==> config.mk <==
export PLATFORM = sky130hd
export DESIGN_NAME = fpsb_result_queue
export DESIGN_NICKNAME = d
export VERILOG_FILES = /design/src/rtl/fpsb_pkg.sv /design/src/rtl/fpsb_result_queue.sv
export SDC_FILE = /design/constraint.sdc
export NUM_CORES = 1
export LEC_CHECK = 0
export ABC_AREA = 0
export BUFFER_PORTS_ARGS = -buffer_cell sky130_fd_sc_hd__buf_2
export CORE_MARGIN = 10
export CORE_UTILIZATION = 63
export DETAILED_ROUTE_END_ITERATION = 6
export GPL_ROUTABILITY_DRIVEN = 0
export GPL_TIMING_DRIVEN = 0
export PLACE_DENSITY = 0.95
export SYNTH_ARGS = -nofsm -noshare
export SYNTH_HDL_FRONTEND = slang
export SYNTH_SLANG_ARGS = --single-unit
==> constraint.sdc <==
create_clock -name clk_i -period 12.4 [get_ports clk_i]
set_input_delay 1.24 -clock clk_i [delete_from_list [all_inputs] [get_ports clk_i]]
set_output_delay 1.24 -clock clk_i [all_outputs]
set_load 0.01 [all_outputs]
==> src/rtl/fpsb_pkg.sv <==
// Shared constants, result types and the divide-by-five helper for the
// five-point stencil blur. No dependencies; used by every rtl file.
package fpsb_pkg;

  // Field widths fixed by the stream format.
  localparam int SAMPLE_BITS = 16;
  localparam int SUM_W       = SAMPLE_BITS + 3;   // five samples summed
  localparam int OUT_ROW_W   = 12;
  localparam int OUT_COL_W   = 10;

  // Configuration registers.
  localparam int GW_W       = 11;
  localparam int GH_W       = 13;
  localparam int CFG_DATA_W = 13;
  localparam int CFG_IDX_W  = 1;

  localparam logic [CFG_IDX_W-1:0] REG_GRID_WIDTH  = 1'b0;
  localparam logic [CFG_IDX_W-1:0] REG_GRID_HEIGHT = 1'b1;

  localparam logic [GW_W-1:0] GRID_WIDTH_RESET  = 11'd1024;
  localparam logic [GH_W-1:0] GRID_HEIGHT_RESET = 13'd1024;

  // Defaults for the top-level size parameters.
  localparam int MAX_WIDTH_DEF  = 1024;
  localparam int MAX_HEIGHT_DEF = 4096;

  // x / 5 as (x * ceil(2^22 / 5)) >> 22, exact for x below 2^19.
  localparam int DIV5_MUL_W = 20;
  localparam logic [DIV5_MUL_W-1:0] DIV5_MUL = 20'd838861;
  localparam int DIV5_SHIFT = 22;
  localparam int DIV5_PROD_W = SUM_W + DIV5_MUL_W;

  typedef struct packed {
    logic [OUT_ROW_W-1:0] row;
    logic [OUT_COL_W-1:0] col;
    logic [SUM_W-1:0]     sum;
  } result_t;

  // Up to three results caused by one sample, in delivery order by slot.
  typedef struct packed {
    logic [2:0]    mask;
    result_t [2:0] res;
  } bundle_t;

  function automatic logic [SAMPLE_BITS-1:0] div5(input logic [SUM_W-1:0] x);
    logic [DIV5_PROD_W-1:0] prod;
    prod = DIV5_PROD_W'(x) * DIV5_PROD_W'(DIV5_MUL);
    return SAMPLE_BITS'(prod >> DIV5_SHIFT);
  endfunction

endpackage

==> src/rtl/fpsb_result_queue.sv <==
// Result bundle holder and output register: drains up to three results per
// sample, one per unstalled cycle, dividing each sum by five. Uses fpsb_pkg.
module fpsb_result_queue (
  input  logic                             clk_i,
  input  logic                             rst_ni,
  input  logic                             load_i,
  input  fpsb_pkg::bundle_t                bundle_i,
  output logic                             free_o,
  output logic                             out_valid_o,
  input  logic                             out_stall_i,
  output logic [fpsb_pkg::OUT_ROW_W-1:0]   out_row_o,
  output logic [fpsb_pkg::OUT_COL_W-1:0]   out_col_o,
  output logic [fpsb_pkg::SAMPLE_BITS-1:0] average_o,
  output logic                             last_of_run_o
);

  logic [2:0]              b_mask_q;
  fpsb_pkg::result_t [2:0] b_res_q;
  logic                    o_valid_q;
  logic [2:0]              pick;
  logic [1:0]              pick_idx;
  logic [2:0]              remain;
  logic                    o_load;
  logic                    emit;

  always_comb begin
    pick     = 3'b000;
    pick_idx = 2'd0;
    priority if (b_mask_q[0]) begin
      pick     = 3'b001;
      pick_idx = 2'd0;
    end else if (b_mask_q[1]) begin
      pick     = 3'b010;
      pick_idx = 2'd1;
    end else if (b_mask_q[2]) begin
      pick     = 3'b100;
      pick_idx = 2'd2;
    end
  end

  assign remain = b_mask_q & ~pick;
  assign o_load = !o_valid_q || !out_stall_i;
  assign emit   = (b_mask_q != 3'b000) && o_load;
  assign free_o = (b_mask_q == 3'b000) || (emit && (remain == 3'b000));

  always_ff @(posedge clk_i or negedge rst_ni) begin
    if (!rst_ni) begin
      b_mask_q  <= 3'b000;
      o_valid_q <= 1'b0;
    end else begin
      if (load_i) begin
        b_mask_q <= bundle_i.mask;
      end else if (emit) begin
        b_mask_q <= remain;
      end
      if (o_load) begin
        o_valid_q <= emit;
      end
    end
  end

  always_ff @(posedge clk_i) begin
    if (load_i) begin
      b_res_q <= bundle_i.res;
    end
    if (emit) begin
      out_row_o     <= b_res_q[pick_idx].row;
      out_col_o     <= b_res_q[pick_idx].col;
      average_o     <= fpsb_pkg::div5(b_res_q[pick_idx].sum);
      last_of_run_o <= (remain == 3'b000);
    end
  end

  assign out_valid_o = o_valid_q;

endmodule
======== Word-level counts from Yosys, hierarchy flattened ========
Index checks and enable logic that the tools add are counted.
W data, S select, Z words.
storage, ports and cells
  bits in registers ....................... 166
  input port bits ......................... 130
  output and inout bits ................... 41
cells by class
  multipliers ............................. 1
  order comparisons ....................... 1
  mux-type cells .......................... 10
  bitwise gates (word level) .............. 2
  reductions and logical operators ........ 10
operator list
  kind                      count
  $bmux W41 S2              1
  $mux W41                  1
  $mul A19 B20 Y38 const B  1
  $mux W3                   5
  $logic_not A3 Y1          2
  $mux W2                   3
  $and A3 B3 Y3             1
  $lt A2 B3 Y1 const B      1
  $not A3 Y3                1
  $reduce_bool A3 Y1        1
  $logic_and A1 B1 Y1       2
  $logic_not A1 Y1          2
  $logic_or A1 B1 Y1        2
  $reduce_bool A2 Y1        1

======== Depth between registers and ports, before layout ========
  word-level depth ........................ 8
  gate-level depth with buffers ........... 28
  mapped depth without buffers ............ 25

======== Worst setup path before layout ========
OpenSTA, ideal clock, no wires.
  path kind ............................... reg2reg
  start ................................... reg b_mask_q[0]
  end ..................................... reg average_o[8] (netlist bit) (data pin)
  setup time .............................. 269 ps
  data arrival time ....................... 6600 ps
  data required time ...................... 12131 ps
  slack ................................... 5531 ps
  cell stages (with the launch flop) ...... 26
  buffers on the path ..................... 3
  period minus slack after synthesis ...... 6869 ps
  path through ............................ dfrtp_1 -> clkbuf_1 -> nand2b_1 -> buf_2 -> buf_2 -> mux2i_1 -> o21ai_0 -> ha_1 -> inv_1 -> fa_1 -> inv_1 -> fa_1 -> inv_1 -> fa_1 -> inv_1 -> fa_1 -> inv_1 -> fa_1 -> inv_1 -> ha_1 -> nand4_1 -> or3_1 -> a211oi_1 -> nor2_1 -> o31ai_1 -> xor2_1
between the ends
  longest elaborated chain between the ends .. 4
RTL lines
  element                         RTL line                 RTL
  start, declared                 fpsb_result_queue.sv:17  logic [2:0] b_mask_q;
  start signal, assigned          fpsb_result_queue.sv:52  b_mask_q <= bundle_i.mask;
  start signal, assigned          fpsb_result_queue.sv:54  b_mask_q <= remain;
  $mux W2                         fpsb_result_queue.sv:29  priority if (b_mask_q[0]) begin
  $bmux W41 S2                    fpsb_result_queue.sv:69  average_o <= fpsb_pkg::div5(b_res_q[pick_idx].sum);
  $mux W41 (implied by the code)  fpsb_result_queue.sv:69
  $mul A19 B20 Y38                fpsb_pkg.sv:47           prod = DIV5_PROD_W'(x) * DIV5_PROD_W'(DIV5_MUL);
  end signal, assigned            fpsb_result_queue.sv:69
  end, declared                   fpsb_result_queue.sv:13  output logic [fpsb_pkg::SAMPLE_BITS-1:0] average_o,
Every way passes these cells. The select of a mux whose other input is x is not followed.
A chain may end at the register's enable or synchronous reset.

======== Final worst setup path ========
  start ................................... reg b_mask_q[0]
  end ..................................... reg average_o[12] (netlist bit) (data pin)
Same word-level chain as after synthesis.

==> results.toml <==
[timing]
slew_headroom_pct = 22.3
setup_tns_ns = 0
hold_viol_final = 0
min_period_over_period_pct = 71.3
finalMaxSlewViolations = 0
fin_crit_ns = 8.84
max_freq_mhz = 113
skew_ns = 0.0187
finalSetupViolCount = 0
rsz0062_at_grt = "no"
timing.final.ws_setup_ns = 3.56
worstMarginPinSlew_ns = 1.15

[logic_synthesis]
ys_ff_latch = 166
synth_common_cells = "inv_1 (184), edfxtp_1 (162), ha_1 (134), fa_1 (97), nand2_1 (63)"
synth_area_leaders = "edfxtp_1 (43%), fa_1 (17%), ha_1 (15%)"
synth_area_leader_cell = "edfxtp_1"
ys_types = 50
netlist.area_leader.share_pct = 42.6
syn_avg_cell_area_sq_um = 12.1
synthFlopType = "edfxtp_1"
async_reset_ff_share_pct = 2.41
syn_nets = 1303
seq_area_frac_synth_pct = 43.4
synth-edff-count = 162
ys_warn_count = 0
synthCells = 942
synth_most_common_cell = "inv_1"
syn_area_sq_um = 11400

[routing]
dr.pass1.iters = 6
ant_nets = 0
routed_via_density = 6.40
drt-initial-drc-count = 1063
routed_wl_microns = 36300
vias = 8808
drc = 0
wl_per_cell_microns = 26.3

[placement]
hpwlAfterDp_microns = 24700
dp_slack_ns = 3.92
portBuffers = 170

[clocking]
cts_hold_buffers = 0
cts_tree = "done"
cts_buffers = 17
h-tree-depth = 4
cts.path.max_buffers = 2
clk_pin_slew_ns = 0.08
clk_latency_ns = 0.48
numClockSinks = 166
ctsResizeCount = 0
cts_setup_buffers = 0
cts_root_buf = "clkbuf_16"

[grt]
grt_first_pass_wirelength_microns = 54900
overflow = 0
antenna_found_initial = 4
grt_pass1_vias = 9550
grt_usage_pct = 30.4
grt_max_degree = 68

[job]
timing.max_cap.violations = 0

[floorplanning]
ios = 171
die_y_microns = 155
coreArea_sq_um = 17900
row_count = 49
chipWidth_microns = 155
initial_core_util_pct = 63.8
die_area_sq_um = 23900

[worst_setup_path]
critical_path.max_fanout = 10
critPathLaunchType = "flip-flop"
cp.required_ns = 12.58
worstSetupPathType = "flip-flop to flip-flop"
crit_path_end_kind = "flip-flop"
crit_arrival_ns = 9.02

[final_layout]
layout.nets = 1495
finalCoreUtilization_pct = 74.2
layout-drive-gt1-share_pct = 19.1
syn_to_final_growth_pct = 16.2
num-fill-cells = 1007

[min_path]
hold_class = "flip-flop to flip-flop"

[status]
outcome = "complete, no violations"
==> metrics by stage <==
stage / cells / cell area [sq um] / hold slack (ns)
4_1_cts: 1375 / 13300 / 0.548
2_1_floorplan: 942 / 11400 / 0.496
6_report: 1377 / 13300 / 0.546
3_5_place_dp: 1343 / 12600 / 0.515
3_3_place_gp: 1341 / 12600 / 0.499
5_1_grt: 1377 / 13300 / 0.566
==> cell families after synthesis <==
group / share of synthesized area (%)
muxes: 3.42
xor gates and xnor gates: 1.84
adders and majority gates: 31.7
DFF: 43.4
AOI/OAI and AO/OA: 7.08
buffers and inverters: 6.86
and+or+nand+nor: 5.61
==> path summary, 6_finish.rpt <==
path | start | cells past startpoint | to | slack, ns
worst min-delay path | b_res_q[122] | 2 | out_row_o[11] | 0.55
worst max-delay path | b_mask_q[0] | 23 | average_o[12] | 3.56
max in group asynchronous | rst_ni | 1 | out_valid_o | 11.71
min in group asynchronous | rst_ni | 1 | b_mask_q[0] | 0.56
worst max register to register | b_mask_q[0] | 23 | average_o[12] | 3.56
worst min register to register | b_res_q[122] | 2 | out_row_o[11] | 0.55
==> layout by cell type (no fill, tap or decap), types with 17 or more instances in the layout <==
cell type,netlist,final
o21ai_0,57,56
fa_1,97,97
clkbuf_16,0,17
ha_1,134,134
mux2i_1,39,39
clkbuf_1,17,17
nand2_1,63,63
a21oi_1,34,34
nor2_1,26,25
inv_1,184,184
edfxtp_1,162,162
buf_2,6,175
==> state kept, by name, indices dropped and copies added, names as in the netlist <==
signal	flops
b_res_q	123
out_row_o	12
last_of_run_o	1
out_col_o	10
out_valid_o	1
average_o	16
b_mask_q	3
==> worst max-delay path, stage by stage (launching register included) <==
cell	delay, ns
dfrtp_1	0.46
clkbuf_1	0.37
nand2b_1	0.36
buf_2	0.40
buf_2	0.40
mux2i_1	0.15
o21ai_0	0.91
ha_1	0.44
fa_1	0.66
inv_1	0.08
fa_1	0.49
inv_1	0.06
fa_1	0.61
fa_1	0.56
inv_1	0.06
fa_1	0.47
inv_1	0.04
ha_1	0.36
a21oi_1	0.20
o21ai_0	0.09
a21oi_1	0.21
o21ai_0	0.22
a2111oi_0	0.82
xnor2_1	0.12
==> final cells by class <==
| class | count | area [sq um] | area share (%) |
|---|---|---|---|
| clock buffers | 17 | 425 | 3.20 |
| well taps | 229 | 287 | 2.16 |
| plain buffers | 23 | 93.8 | 0.707 |
| flip-flops and latches | 166 | 4960 | 37.4 |
| clock inverters | 15 | 215 | 1.62 |
| multi-input cells | 569 | 5690 | 42.8 |
| diodes | 1 | 2.50 | 0.0188 |
| inverters | 184 | 691 | 5.20 |
| repair buffers | 173 | 915 | 6.89 |
==> layer usage <==
layer	GRT usage [%]	vias up	wire, microns
met4	24.1	0	3240
met3	11.7	250	4350
met5	0	-	0
met2	48.9	821	17300
li1	-	3598	-
met1	31.3	4139	11400
Power is not shown: default switching activity piles up to over one toggle a cycle in this logic, so the estimate is an artifact.
